<file path="src/hw/rtl/ttlb_pkg.sv">
// ----------------------------------------------------------------------------
// ttlb_pkg
// Shared types and constants for the text terminal line buffer.
// ----------------------------------------------------------------------------
package ttlb_pkg;

    typedef enum logic [1:0] {
        CMD_PRINT = 2'd0,
        CMD_READ  = 2'd1,
        CMD_CLEAR = 2'd2,
        CMD_NOP   = 2'd3
    } t_cmd;

    localparam int CHAR_W   = 7;
    localparam int COLOR_W  = 4;
    localparam int CELL_W   = CHAR_W + COLOR_W;
    localparam int BYTE_W   = 8;
    localparam int ROW_IN_W = 4;
    localparam int COL_IN_W = 6;

    localparam logic [BYTE_W-1:0]  ESC_BYTE     = 8'h1B;
    localparam logic [BYTE_W-1:0]  NEWLINE_BYTE = 8'h0A;
    localparam logic [BYTE_W-1:0]  SPACE_BYTE   = 8'h20;
    localparam logic [BYTE_W-1:0]  NUL_BYTE     = 8'h00;
    localparam logic [BYTE_W-1:0]  PALETTE_SIZE = 8'd16;
    localparam logic [COLOR_W-1:0] WHITE        = 4'd1;

    // memory port strobes from the cursor to the store
    typedef struct packed {
        logic cell_we;
        logic fill_we;
        logic rd_en;
    } t_mem_ctl;

    typedef struct packed {
        logic       cell_written;
        logic [1:0] lines_added;
    } t_print_res;

endpackage

</file>
<file path="src/hw/rtl/ttlb_cursor.sv">
// ----------------------------------------------------------------------------
// ttlb_cursor
// Line ring pointers, newest-line fill, color and escape state. Decodes one
// command per transfer into memory accesses and print results.
// ----------------------------------------------------------------------------
module ttlb_cursor #(
    parameter int COLUMNS = 64,
    parameter int ROWS    = 16
) (
    input  logic                              i_clk,
    input  logic                              i_rst_n,
    input  logic                              i_step,
    input  ttlb_pkg::t_cmd                    i_command,
    input  logic [ttlb_pkg::BYTE_W-1:0]       i_data_byte,
    input  logic                              i_first_of_string,
    input  logic [ttlb_pkg::ROW_IN_W-1:0]     i_read_row,
    input  logic [ttlb_pkg::COL_IN_W-1:0]     i_read_column,
    output ttlb_pkg::t_mem_ctl                o_ctl,
    output logic [$clog2(ROWS*COLUMNS)-1:0]   o_cell_waddr,
    output logic [ttlb_pkg::CELL_W-1:0]       o_cell_wdata,
    output logic [$clog2(ROWS*COLUMNS)-1:0]   o_cell_raddr,
    output logic [$clog2(ROWS)-1:0]           o_fill_waddr,
    output logic [$clog2(COLUMNS+1)-1:0]      o_fill_wdata,
    output logic [$clog2(ROWS)-1:0]           o_fill_raddr,
    output ttlb_pkg::t_print_res              o_res,
    output logic                              o_row_ok,
    output logic                              o_col_ok,
    output logic                              o_use_cur,
    output logic [$clog2(COLUMNS+1)-1:0]      o_cur_fill
);

    localparam int SW   = $clog2(ROWS);
    localparam int CW   = $clog2(ROWS + 1);
    localparam int FW   = $clog2(COLUMNS + 1);
    localparam int AW   = $clog2(ROWS * COLUMNS);
    localparam int RCW  = (CW > ttlb_pkg::ROW_IN_W) ? CW : ttlb_pkg::ROW_IN_W;
    localparam int SUMW = ((SW > ttlb_pkg::ROW_IN_W) ? SW : ttlb_pkg::ROW_IN_W) + 1;
    localparam int CCW  = 7;

    typedef struct packed {
        logic [SW-1:0] oldest;
        logic [SW-1:0] newest;
        logic [CW-1:0] count;
        logic [FW-1:0] fill;
    } t_cur;

    t_cur                         r_cur, n_cur;
    logic [ttlb_pkg::COLOR_W-1:0] r_color, n_color;
    logic                         r_esc, n_esc;
    logic                         r_ended, n_ended;

    function automatic logic [SW-1:0] f_inc(input logic [SW-1:0] s);
        f_inc = (s == SW'(ROWS - 1)) ? '0 : s + 1'b1;
    endfunction

    function automatic t_cur f_start_line(input t_cur c);
        t_cur r;
        r = c;
        if (c.count == '0) begin
            r.newest = c.oldest;
            r.count  = CW'(1);
        end else begin
            r.newest = f_inc(c.newest);
            if (c.count == CW'(ROWS)) begin
                r.oldest = f_inc(c.oldest);
            end else begin
                r.count = c.count + 1'b1;
            end
        end
        r.fill = '0;
        return r;
    endfunction

    always_ff @(posedge i_clk) begin
        if (!i_rst_n) begin
            r_cur   <= '0;
            r_color <= ttlb_pkg::WHITE;
            r_esc   <= 1'b0;
            r_ended <= 1'b0;
        end else if (i_step) begin
            r_cur   <= n_cur;
            r_color <= n_color;
            r_esc   <= n_esc;
            r_ended <= n_ended;
        end
    end

    // print and clear, and the read strobe
    always_comb begin
        logic [ttlb_pkg::BYTE_W-1:0] b;
        b            = i_data_byte;
        n_cur        = r_cur;
        n_color      = r_color;
        n_esc        = r_esc;
        n_ended      = r_ended;
        o_res        = '0;
        o_ctl        = '0;
        o_cell_waddr = '0;
        o_cell_wdata = '0;
        o_fill_waddr = '0;
        o_fill_wdata = '0;
        case (i_command)
            ttlb_pkg::CMD_PRINT: begin
                if (i_first_of_string) begin
                    n_color = ttlb_pkg::WHITE;
                    n_esc   = 1'b0;
                    n_ended = 1'b0;
                end
                if (!n_ended) begin
                    if (n_cur.count == '0) begin
                        n_cur = f_start_line(n_cur);
                        o_res.lines_added = o_res.lines_added + 1'b1;
                    end
                    if (n_esc) begin
                        n_esc = 1'b0;
                        if (b == ttlb_pkg::NUL_BYTE) begin
                            n_ended = 1'b1;
                        end else if (b < ttlb_pkg::PALETTE_SIZE) begin
                            n_color = b[ttlb_pkg::COLOR_W-1:0];
                        end else begin
                            n_color = ttlb_pkg::WHITE;
                        end
                    end else if (b == ttlb_pkg::NUL_BYTE) begin
                        n_ended = 1'b1;
                    end else begin
                        // a full line is already recorded through write-through
                        if (n_cur.fill == FW'(COLUMNS)) begin
                            n_cur = f_start_line(n_cur);
                            o_res.lines_added = o_res.lines_added + 1'b1;
                        end
                        if (b == ttlb_pkg::ESC_BYTE) begin
                            n_esc = 1'b1;
                        end else if (b == ttlb_pkg::NEWLINE_BYTE) begin
                            // record the closing line's fill
                            o_ctl.fill_we = i_step;
                            o_fill_waddr  = n_cur.newest;
                            o_fill_wdata  = n_cur.fill;
                            n_cur = f_start_line(n_cur);
                            o_res.lines_added = o_res.lines_added + 1'b1;
                        end else if (!b[7] && b >= ttlb_pkg::SPACE_BYTE) begin
                            o_ctl.cell_we = i_step;
                            o_cell_waddr  = AW'(n_cur.newest) * AW'(COLUMNS) + AW'(n_cur.fill);
                            o_cell_wdata  = {n_color, b[ttlb_pkg::CHAR_W-1:0]};
                            n_cur.fill    = n_cur.fill + 1'b1;
                            o_ctl.fill_we = i_step;
                            o_fill_waddr  = n_cur.newest;
                            o_fill_wdata  = n_cur.fill;
                            o_res.cell_written = 1'b1;
                        end
                    end
                end
            end
            ttlb_pkg::CMD_CLEAR: begin
                n_cur.oldest = '0;
                n_cur.count  = '0;
            end
            default: ;
        endcase
        o_ctl.rd_en = i_step && (i_command == ttlb_pkg::CMD_READ);
    end

    // read address
    always_comb begin
        logic [SUMW-1:0] sum;
        logic [SW-1:0]   slot;
        logic            col_ok;
        sum      = SUMW'(r_cur.oldest) + SUMW'(i_read_row);
        if (sum >= SUMW'(ROWS)) begin
            sum = sum - SUMW'(ROWS);
        end
        o_row_ok = (i_command == ttlb_pkg::CMD_READ) &&
                   (RCW'(i_read_row) < RCW'(r_cur.count));
        slot     = o_row_ok ? SW'(sum) : '0;
        col_ok   = {1'b0, i_read_column} < CCW'(COLUMNS);
        o_col_ok = col_ok;
        o_cell_raddr = AW'(slot) * AW'(COLUMNS) +
                       (col_ok ? AW'(i_read_column) : '0);
        o_fill_raddr = slot;
        o_use_cur    = (slot == r_cur.newest);
        o_cur_fill   = r_cur.fill;
    end

endmodule

</file>
<file path="config.mk">
export PLATFORM = sky130hd
export DESIGN_NAME = ttlb_cursor
export DESIGN_NICKNAME = d
export VERILOG_FILES = /design/src/hw/rtl/ttlb_pkg.sv /design/src/hw/rtl/ttlb_cursor.sv
export SDC_FILE = /design/constraint.sdc
export NUM_CORES = 1
export LEC_CHECK = 0
export BUFFER_PORTS_ARGS = -buffer_cell sky130_fd_sc_hd__buf_2
export CAP_MARGIN = 30
export CORE_MARGIN = 8
export CORE_UTILIZATION = 40
export DETAILED_ROUTE_END_ITERATION = 16
export GPL_ROUTABILITY_DRIVEN = 0
export GPL_TIMING_DRIVEN = 0
export PLACE_DENSITY_LB_ADDON = 0.3
export SLEW_MARGIN = 20
export SYNTH_ARGS = -nofsm -noshare
export SYNTH_HDL_FRONTEND = slang
export SYNTH_SLANG_ARGS = --single-unit
export TNS_END_PERCENT = 5
</file>
<file path="constraint.sdc">
create_clock -name i_clk -period 8.55 [get_ports i_clk]
set_clock_uncertainty 0.2 [all_clocks]
set_input_delay 1.2825 -clock i_clk [delete_from_list [all_inputs] [get_ports i_clk]]
set_output_delay 1.2825 -clock i_clk [all_outputs]
set_load 0.01 [all_outputs]
</file>
### Yosys cells after proc, flatten, opt, wreduce, memory -nomap -nowiden

Index checks and enable logic that the tools add are counted.

| storage, ports and cells | value |
|---|---|
| bits of input ports | 24 |
| flip-flop bits (word level) | 26 |
| output and inout port bits | 62 |
| logic and storage cells | 149 |

| operators by class | value |
|---|---|
| muxes and demuxes | 98 |
| equality and inequality tests | 13 |
| $add $sub $neg | 13 |
| magnitude comparators | 4 |
| bitwise logic cells | 1 |
| reductions and logical operators | 13 |

Operators by type and width:

| operator | number |
|---|---|
| $mux W20 | 11 |
| $mux W4 | 22 |
| $mux W11 | 7 |
| $mux W10 | 7 |
| $mux W7 | 9 |
| $mux W2 | 14 |
| $mux W9 | 2 |
| $add A4 B1 Y4 const B | 4 |
| $eq A4 B4 Y1 const B | 4 |
| $mux W16 | 1 |
| $logic_not A5 Y1 | 3 |
| $mux W1 | 15 |
| $mux W3 | 5 |
| $mux W13 | 1 |
| $add A10 B6 Y10 | 1 |
| $add A10 B7 Y10 | 1 |
| $add A5 B1 Y5 const B | 2 |
| $eq A5 B5 Y1 const B | 2 |
| $mux W5 | 2 |
| $pmux W5 S2 | 1 |
| $eq A8 B4 Y1 const B | 1 |
| $eq A8 B5 Y1 const B | 1 |
| $ge A8 B6 Y1 const B | 1 |
| $logic_not A8 Y1 | 1 |
| 20 further kinds | 24 |

### Depth between registers and ports, before layout

Gate-level depths: netlist of the first run.

| depth | value |
|---|---|
| depth in word-level cells | 23 |
| mapped depth | 18 |

### Worst setup path after synthesis of the first run

Ideal clock, no wire load.

| timing | value |
|---|---|
| path kind | register to output |
| start point | register r_cur[9] (netlist bit) |
| end point | output o_cell_waddr[9] |
| stages on the path, launching flop included | 15 |
| arrival | 3.462 ns |
| required time | 7.068 ns |
| path buffers | 4 |
| setup slack | 3.606 ns |
| path through | dfxtp_1 clkbuf_1 nor4_1 nand2_1 clkbuf_1 clkbuf_1 nand2_1 ha_1 or4b_1 buf_2 or4_4 a31oi_4 and2_4 a21oi_1 nor3_1 |

| between the ends | value |
|---|---|
| word-level cells in the longest chain between the ends | 20 |
| elaborated cells on any way between the ends | 23 |
| classes of those cells | add/sub (2); eq/ne (2); mux (17); reduce/logical (2) |

RTL lines:

| item | line | RTL |
|---|---|---|
| from (decl) | ttlb_cursor.sv:47 | `t_cur r_cur, n_cur;` |
| from (signal assigned) | ttlb_cursor.sv:81 | `r_cur <= n_cur;` |
| $logic_not A5 Y1 | ttlb_cursor.sv:59, ttlb_cursor.sv:110 |  |
| $mux W16 (*) | ttlb_cursor.sv:110 | `if (n_cur.count == '0) begin` |
| $mux W20 (*) | ttlb_cursor.sv:109 | `if (!n_ended) begin` |
| $mux W20 (*) | ttlb_cursor.sv:102 | `case (i_command)` |
| $add A4 B1 Y4 / $eq A4 B4 Y1 (equally long branches) | ttlb_cursor.sv:53 | `f_inc = (s == SW'(ROWS - 1)) ? '0 : s + 1'b1;` |
| $mux W4 | ttlb_cursor.sv:53 |  |
| $mux W9 | ttlb_cursor.sv:59 | `if (c.count == '0) begin` |
| $mux W20 (*) | ttlb_cursor.sv:127 | `if (n_cur.fill == FW'(COLUMNS)) begin` |
| (+4 left out) | n/a |  |
| $add A10 B7 Y10 (*) | ttlb_cursor.sv:142 | `o_cell_waddr = AW'(n_cur.newest) * AW'(COLUMNS) + AW'(n_cur.fill);` |
| $mux W10 (*) | ttlb_cursor.sv:140 | `end else if (!b[7] && b >= ttlb_pkg::SPACE_BYTE) begin` |
| $mux W10 (*) | ttlb_cursor.sv:133 | `end else if (b == ttlb_pkg::NEWLINE_BYTE) begin` |
| $mux W10 (*) | ttlb_cursor.sv:131 | `if (b == ttlb_pkg::ESC_BYTE) begin` |
| $mux W10 (*) | ttlb_cursor.sv:123 | `end else if (b == ttlb_pkg::NUL_BYTE) begin` |
| $mux W10 (*) | ttlb_cursor.sv:114 | `if (n_esc) begin` |
| $mux W10 (*) | ttlb_cursor.sv:109 |  |
| $mux W10 (*) | ttlb_cursor.sv:102 |  |
| to (decl) | ttlb_cursor.sv:19 | `output logic [$clog2(ROWS*COLUMNS)-1:0] o_cell_waddr,` |

Every way passes the cells marked *; elsewhere a longest branch is shown, timed or not. The select of a mux whose other input is x is not followed.

### Final worst setup path of the first run

| timing | value |
|---|---|
| start point | register r_cur[9] (netlist bit) |
| end point | output o_cell_waddr[8] |

Same word-level chain as after synthesis.

==> results of run 1 <==
==> cell usage in the layout (no fill, tap or decap), types with 6 or more instances in the layout <==
cell      instances
a22oi_1          10
xnor2_1          14
a31oi_1          10
and3_1           13
nand3_1          19
dfxtp_1          26
a21o_1            6
nor2b_1          18
buf_4            18
o21ai_0          25
buf_2            77
ha_1             20
and2_1           16
clkbuf_1         25
nand4_1           9
a21oi_1          19
nor3_1           15
nor2_1           36
nand2_1          37
inv_1            17
==> registers in the layout, summed over array words and instances (netlist names) <==
| signal | count |
|---|---|
| r_color | 4 |
| o_cur_fill | 7 |
| r_esc | 1 |
| r_ended | 1 |
| r_cur | 13 |
==> layer usage <==
layer / global-route usage / up-vias / part of all wire
met5: 0 / - / 0
met4: 0.0672 / 0 / 0.022
met3: 0.0458 / 21 / 0.087
met2: 0.276 / 162 / 0.45
met1: 0.212 / 1625 / 0.45
li1: - / 1739 / -
==> stage by stage <==
step / power, µW / hold slack [ps] / utilization
after floorplan: 160 / 265 / -
after detailed placement: 181 / 291 / 0.476
after global routing: 276 / 348 / 0.484
final: 264 / 300 / 0.484
after CTS: 265 / 306 / 0.483
after global placement: 180 / 283 / 0.476
==> cell families after synthesis <==
kind of cell               count (synthesis)  synth area share
DFF                                       26             0.166
AOI/OAI and AO/OA                        107             0.230
and+or+nand+nor                          200             0.342
buffers and inverters                     67             0.107
xor gates and xnor gates                  18            0.0503
other                                      1           0.00120
adders and majority gates                 22            0.0894
muxes                                      4            0.0140
==> worst reg2reg max path: cells and delay by family (launching register included) <==
family,cells,cell delay (ps)
AO/OA/AOI/OAI,1,140
XOR/XNOR,1,260
adder cells (fa/ha/maj),2,490
buffers and inverters,3,810
flip-flops,1,320
multiplexers,2,720
AND/OR/NAND/NOR,9,2140
==> where the power goes <==
group	switching [µW]	total [µW]	internal [µW]
sequential	0.967	123	122
clock	44.6	85.9	41.3
combinational	33.9	55.3	21.4
==> worst paths after layout <==
check | startpoint | end | slack [ps] | cells past startpoint
max reg2reg | r_cur[9] | r_cur[17] | 3370 | 18
min reg2reg | r_color[0] | r_color[0] | 300 | 2
min | r_color[0] | r_color[0] | 300 | 2
max | r_cur[9] | o_cell_waddr[8] | 2680 | 16
==> final cells by class <==
cell class	count	area [µm²]	area share
sequential	26	520	0.141
multi-input combinational	352	2280	0.615
clock buffer	4	55.1	0.0149
inverter	18	67.6	0.0183
buffer	49	269	0.0727
tap	102	128	0.0345
timing repair buffer	76	383	0.103
==> metrics.csv, run 1 <==
stage,metric,value,unit
cells_and_area,area of all placed cells without fillers,3700,µm²
clock_network,Clock Tree Buf Depth,2,
cells_and_area,share of final-layout standard cells stronger than drive strength 1,0.217,
sta,setup repair after global routing missed its margin,no,
sta,worst setup margin,2680,ps
placement,number of buffers inserted by port buffering,75,
route,mean number of vias per cell,5.66,
clock_network,number of buffers created by CTS,3,
synth,dominant register cell in the synthesized netlist,dfxtp_1,
placement,area post-placement,3640,µm²
sta,number of max-slew violations in the final report,0,
run_status,run status,"finished, final reports clean",
sta,worst max-slew margin expressed relative to the limit,0.544,
critical_path,data arrival at the endpoint of the critical path,4390,ps
synth,number of flops mapped to enable cells by yosys,0,
synth,proportion of synthesized chip area in sequential cells,0.166,
floorplan,standard-cell rows,32,
flow_run,max_cap viols,0,
sta,Peak Freq,0.170,GHz
synth,most repeated cell in the gate-level netlist after synthesis,nand2_1,
route,post-detailed-route wirelength per cell,15.6,µm
pwr,pwr/cell area,71.4,nW/µm²
placement,DP Wirelength,7.69,mm
grt,maximum number of pins on one net before global-route repair,15,
pwr,worst-case vdd ir drop,67.2,µV
critical_path,"CP delay by family, top",simple AND/OR/NAND/NOR gates,
sta,"Hold Vio Cnt, Final",0,
sta,transition at the pin with the smallest max-transition slack,678,ps
floorplan,die boundary height,105,µm
cells_and_area,final-stage net count,571,
hold_path,HP Class,register to register,
route,detailed-route DRC error count,0,
route,DRC marker count from the first detailed-route iteration,181,
clock_network,worst skew pair latency,280,ps
placement,Placed Cells,622,
grt,number of global-route vias before repair,3423,
synth,async set or reset register ratio after synthesis,0,
cells_and_area,diodes inserted,0,
route,Pre-Repair DR Iteration Count,5,
clock_network,CTS Hold Bufs,0,
clock_network,H-tree levels,1,
synth,Yosys warning total,0,
route,Routed Wire Length,9.80,mm
synth,cell types occupying the most area after synthesis,"dfxtp_1 17%, ha_1 8.0%, nand2_1 4.4%, buf_4 4.3%, nor2_1 4.3%",
synth,"FF+latch count, synth",26,
synth,cell taking the most area after synthesis,dfxtp_1,
synth,Gate Count Post-Synth,445,
critical_path,CP Launch Type,register,
clock_network,Resized cells post-CTS,0,
sta,final worst path period share,0.687,
critical_path,worst stage delay on the critical path,410,ps
cells_and_area,relative area change from synthesis to final layout,18.0,%
synth,Avg Inst Size Synth,7.04,µm²
critical_path,WS Path Type,register to primary output,
synth,net count after synthesis,490,
grt,leftover overflow at the end of global routing,0,
synth,Yosys top cell area share,0.166,
synth,commonest cells in the synthesized netlist,"37 x nand2_1, 36 x nor2_1, 26 x dfxtp_1, 25 x clkbuf_1, 25 x o21ai_0",
cells_and_area,final std cells w/o fill,627,
floorplan,Core Region,7650,µm²
critical_path,highest net fanout along the worst path,10,
synth,Synth Cell Area,3130,µm²
critical_path,Slowest cell on crit path,or3b_1,
clock_network,clock tree root driver cell,clkbuf_8,
synth,post-synthesis cell type count,66,
floorplan,Initial Utilization,0.410,
clock_network,post-CTS setup buffers,0,
grt,wire length of the first global-routing pass,16.0,mm
floorplan,die outline area,10900,µm²
floorplan,Die Span X,105,µm
route,count of nets left with antenna violations after detail routing,0,
grt,global-route usage over all layers,0.171,
grt,antenna violations before repair,0,
clock_network,CTS tree,yes,
critical_path,WP buf/inv,4,
clock_network,clock-pin transition on the worst setup and hold timing paths,100,ps
cells_and_area,Filler cells,788,
clock_network,Sink Count,26,
critical_path,required time at the worst-slack endpoint,7070,ps
placement,Placement Setup Slack,3060,ps
route,total via count in the routed design,3547,
sta,shortest clock period the worst path allows after layout,5870,ps
sta,final-layout setup total negative slack,0,ps
pwr,leakage power total,0.00160,µW
floorplan,number of primary I/O pins,86,
critical_path,cell breakdown of the critical path,"clkbuf_1, nor4_1, nand2_1, clkbuf_1, clkbuf_1, nand2_1, ha_1, or3b_1, nor2_1, xnor2_1, o21ai_4, ha_1, ha_1, xnor2_1, nor2_1, buf_2",
critical_path,Critical Path Sink Type,primary output,
sta,setup violation total in the final timing report,0,
(Power assumes the default switching activity.)
==> run 2, diff against run 1 <==
- clock period: 8.55 -> 5.6 ns (I/O delays scaled with it)
==> run 2 against run 1 <==
Critical path depth down 1; cell count is the same; core utilization up 0.11 points; largest power group unchanged.
==> metrics.csv, run 2 (synthesized netlist as in run 1, its figures left out) <==
stage,metric,value,unit,change
flow_run,max_cap viols,0,,unchanged
sta,worst setup margin,284,ps,was 2680 ps
clock_network,CTS Hold Bufs,0,,unchanged
grt,number of global-route vias before repair,3423,,unchanged
sta,"Hold Vio Cnt, Final",0,,unchanged
floorplan,Initial Utilization,0.410,,unchanged
floorplan,die boundary height,105,µm,unchanged
clock_network,Clock Tree Buf Depth,2,,unchanged
cells_and_area,"Most flops, register",r_cur,,unchanged
sta,Peak Freq,0.188,GHz,
critical_path,required time at the worst-slack endpoint,4560,ps,was 7070 ps
pwr,part of the power in the clock network,0.325,,about the same
route,Routed Wire Length,9.81,mm,was 9.80 mm
route,Pre-Repair DR Iteration Count,5,,unchanged
run_status,run status,"finished, final reports clean",,unchanged
cells_and_area,max reg flops,13,,unchanged
cells_and_area,share of final-layout standard cells stronger than drive strength 1,0.221,,was 0.217
route,total via count in the routed design,3518,,was 3547
critical_path,CP Launch Type,register,,unchanged
sta,setup violation total in the final timing report,0,,unchanged
critical_path,startpoint of the worst register-to-register path,r_cur[9],,unchanged
critical_path,WS Path Type,register to primary output,,unchanged
pwr,Net Sw Power,121,µW,was 79.4 µW
floorplan,number of primary I/O pins,86,,unchanged
critical_path,Critical Path Sink Type,primary output,,unchanged
sta,final-layout setup total negative slack,0,ps,unchanged
pwr,switching fraction of total power,0.301,,about the same
critical_path,cell breakdown of the critical path,"clkbuf_1, nor4_2, nand2_1, clkbuf_1, clkbuf_1, nand2_1, ha_1, or4b_1, buf_2, or4_4, a31oi_4, and2_4, and3_1, nor3_1, buf_2",,"was clkbuf_1, nor4_1, nand2_1, clkbuf_1, clkbuf_1, nand2_1, ha_1, or3b_1, nor2_1, xnor2_1, o21ai_4, ha_1, ha_1, xnor2_1, nor2_1, buf_2"
pwr,sequential share of power,0.465,,about the same
floorplan,Core Region,7650,µm²,unchanged
cells_and_area,"commonest cells after routing, fill and taps aside","77 x buf_2, 37 x nand2_1, 35 x nor2_1",,"was 77 x buf_2, 37 x nand2_1, 36 x nor2_1"
route,detailed-route DRC error count,0,,unchanged
clock_network,number of buffers created by CTS,3,,unchanged
route,mean number of vias per cell,5.61,,was 5.66
floorplan,die outline area,10900,µm²,unchanged
critical_path,Critical path origin,r_cur[9],,unchanged
clock_network,worst skew pair latency,280,ps,about the same
route,DRC marker count from the first detailed-route iteration,199,,was 181
critical_path,Slowest cell on crit path,or4_4,,was or3b_1
hold_path,HP Class,register to register,,unchanged
sta,number of max-slew violations in the final report,0,,unchanged
grt,leftover overflow at the end of global routing,0,,unchanged
pwr,pwr/cell area,109,nW/µm²,was 71.4 nW/µm²
cells_and_area,diodes inserted,0,,unchanged
placement,DP Wirelength,7.69,mm,unchanged
critical_path,data arrival at the endpoint of the critical path,4280,ps,was 4390 ps
sta,tightest hold margin,300,ps,about the same
cells_and_area,area of all placed cells without fillers,3710,µm²,was 3700 µm²
critical_path,worst stage delay on the critical path,500,ps,was 410 ps
critical_path,most used cell along the critical path,clkbuf_1,,
sta,final worst path period share,0.949,,
cells_and_area,final-stage net count,571,,unchanged
sta,setup repair after global routing missed its margin,no,,unchanged
pwr,internal power,282,µW,was 185 µW
floorplan,standard-cell rows,32,,unchanged
grt,antenna violations before repair,0,,unchanged
sta,transition at the pin with the smallest max-transition slack,665,ps,was 678 ps
pwr,worst-case vdd ir drop,102,µV,was 67.2 µV
clock_network,Sink Count,26,,unchanged
clock_network,clock tree root driver cell,clkbuf_8,,unchanged
cells_and_area,relative area change from synthesis to final layout,18.3,%,was 18.0%
hold_path,source of the worst hold timing path,r_color[0],,unchanged
clock_network,CTS tree,yes,,unchanged
grt,wire length of the first global-routing pass,16.0,mm,unchanged
clock_network,clock-pin transition on the worst setup and hold timing paths,100,ps,about the same
placement,number of buffers inserted by port buffering,75,,unchanged
route,count of nets left with antenna violations after detail routing,0,,unchanged
clock_network,H-tree levels,1,,unchanged
floorplan,Die Span X,105,µm,unchanged
cells_and_area,"leading cell type in the layout, fill and taps excluded",buf_2,,unchanged
critical_path,highest net fanout along the worst path,10,,unchanged
grt,global-route usage over all layers,0.171,,unchanged
route,post-detailed-route wirelength per cell,15.7,µm,was 15.6 µm
sta,shortest clock period the worst path allows after layout,5320,ps,
pwr,leakage power total,0.00160,µW,about the same
pwr,Combinational Power Share,0.210,,was 0.209
sta,worst max-slew margin expressed relative to the limit,0.553,,was 0.544
grt,maximum number of pins on one net before global-route repair,15,,unchanged
placement,area post-placement,3640,µm²,unchanged
placement,Placement Setup Slack,541,ps,was 3060 ps
[run 2: critical path: cells and delay by family, from the launching register on]
kind	cells	cell delay [ps]
compound gates	1	280
flops	1	320
simple gates	8	2060
buf+inv	5	1120
fa+ha+maj	1	210
[run 2: what timing repair did]
| action | 4_1_cts | 5_1_grt |
|---|---|---|
| setup endpoints to repair | 0 | 4 |
| buffers inserted | 0 | 0 |
| hold endpoints to repair | 0 | 0 |
| gates resized for setup | 0 | 3 |
[run 2: power by group through the flow]
stage          registers (µW)  clock network [µW]  logic (µW)
2_1_floorplan             191                   0        53.5
3_3_place_gp              192                   0        83.0
3_5_place_dp              192                   0        84.3
4_1_cts                   188                 133        84.7
5_1_grt                   188                 140        93.4
6_report                  188                 131        84.7
[run 2: cell type report]
cell class                      count  area [µm²]
Fill cell                         788        3940
Buffer                             49         269
Sequential cell                    26         520
Tap cell                          102         128
Inverter                           18        67.6
Clock buffer                        4        55.1
Multi-Input combinational cell    352        2290
Timing Repair Buffer               76         383
[run 2: path summary, 6_finish.rpt]
check / slack (ps) / depth (start not counted) / end
worst max register to register: 630 / 18 / r_cur[17]
worst min register to register: 300 / 2 / r_color[0]
worst min-delay path: 300 / 2 / r_color[0]
worst max-delay path: 280 / 15 / o_cell_waddr[9]
[run 2: metrics by stage]
step                total power (µW)   util  instances
floorplan                        245      -        445
global placement                 275  0.476        622
detailed placement               276  0.476        622
CTS                              405  0.483        626
global route                     421  0.485        627
finish                           404  0.485        627
[run 2: routing by layer]
layer,up-vias,GRT usage,routed length (µm)
met1,1625,0.212,4440
met5,-,0,0
met2,139,0.276,4420
li1,1738,-,-
met4,0,0.0672,184
met3,16,0.0458,760
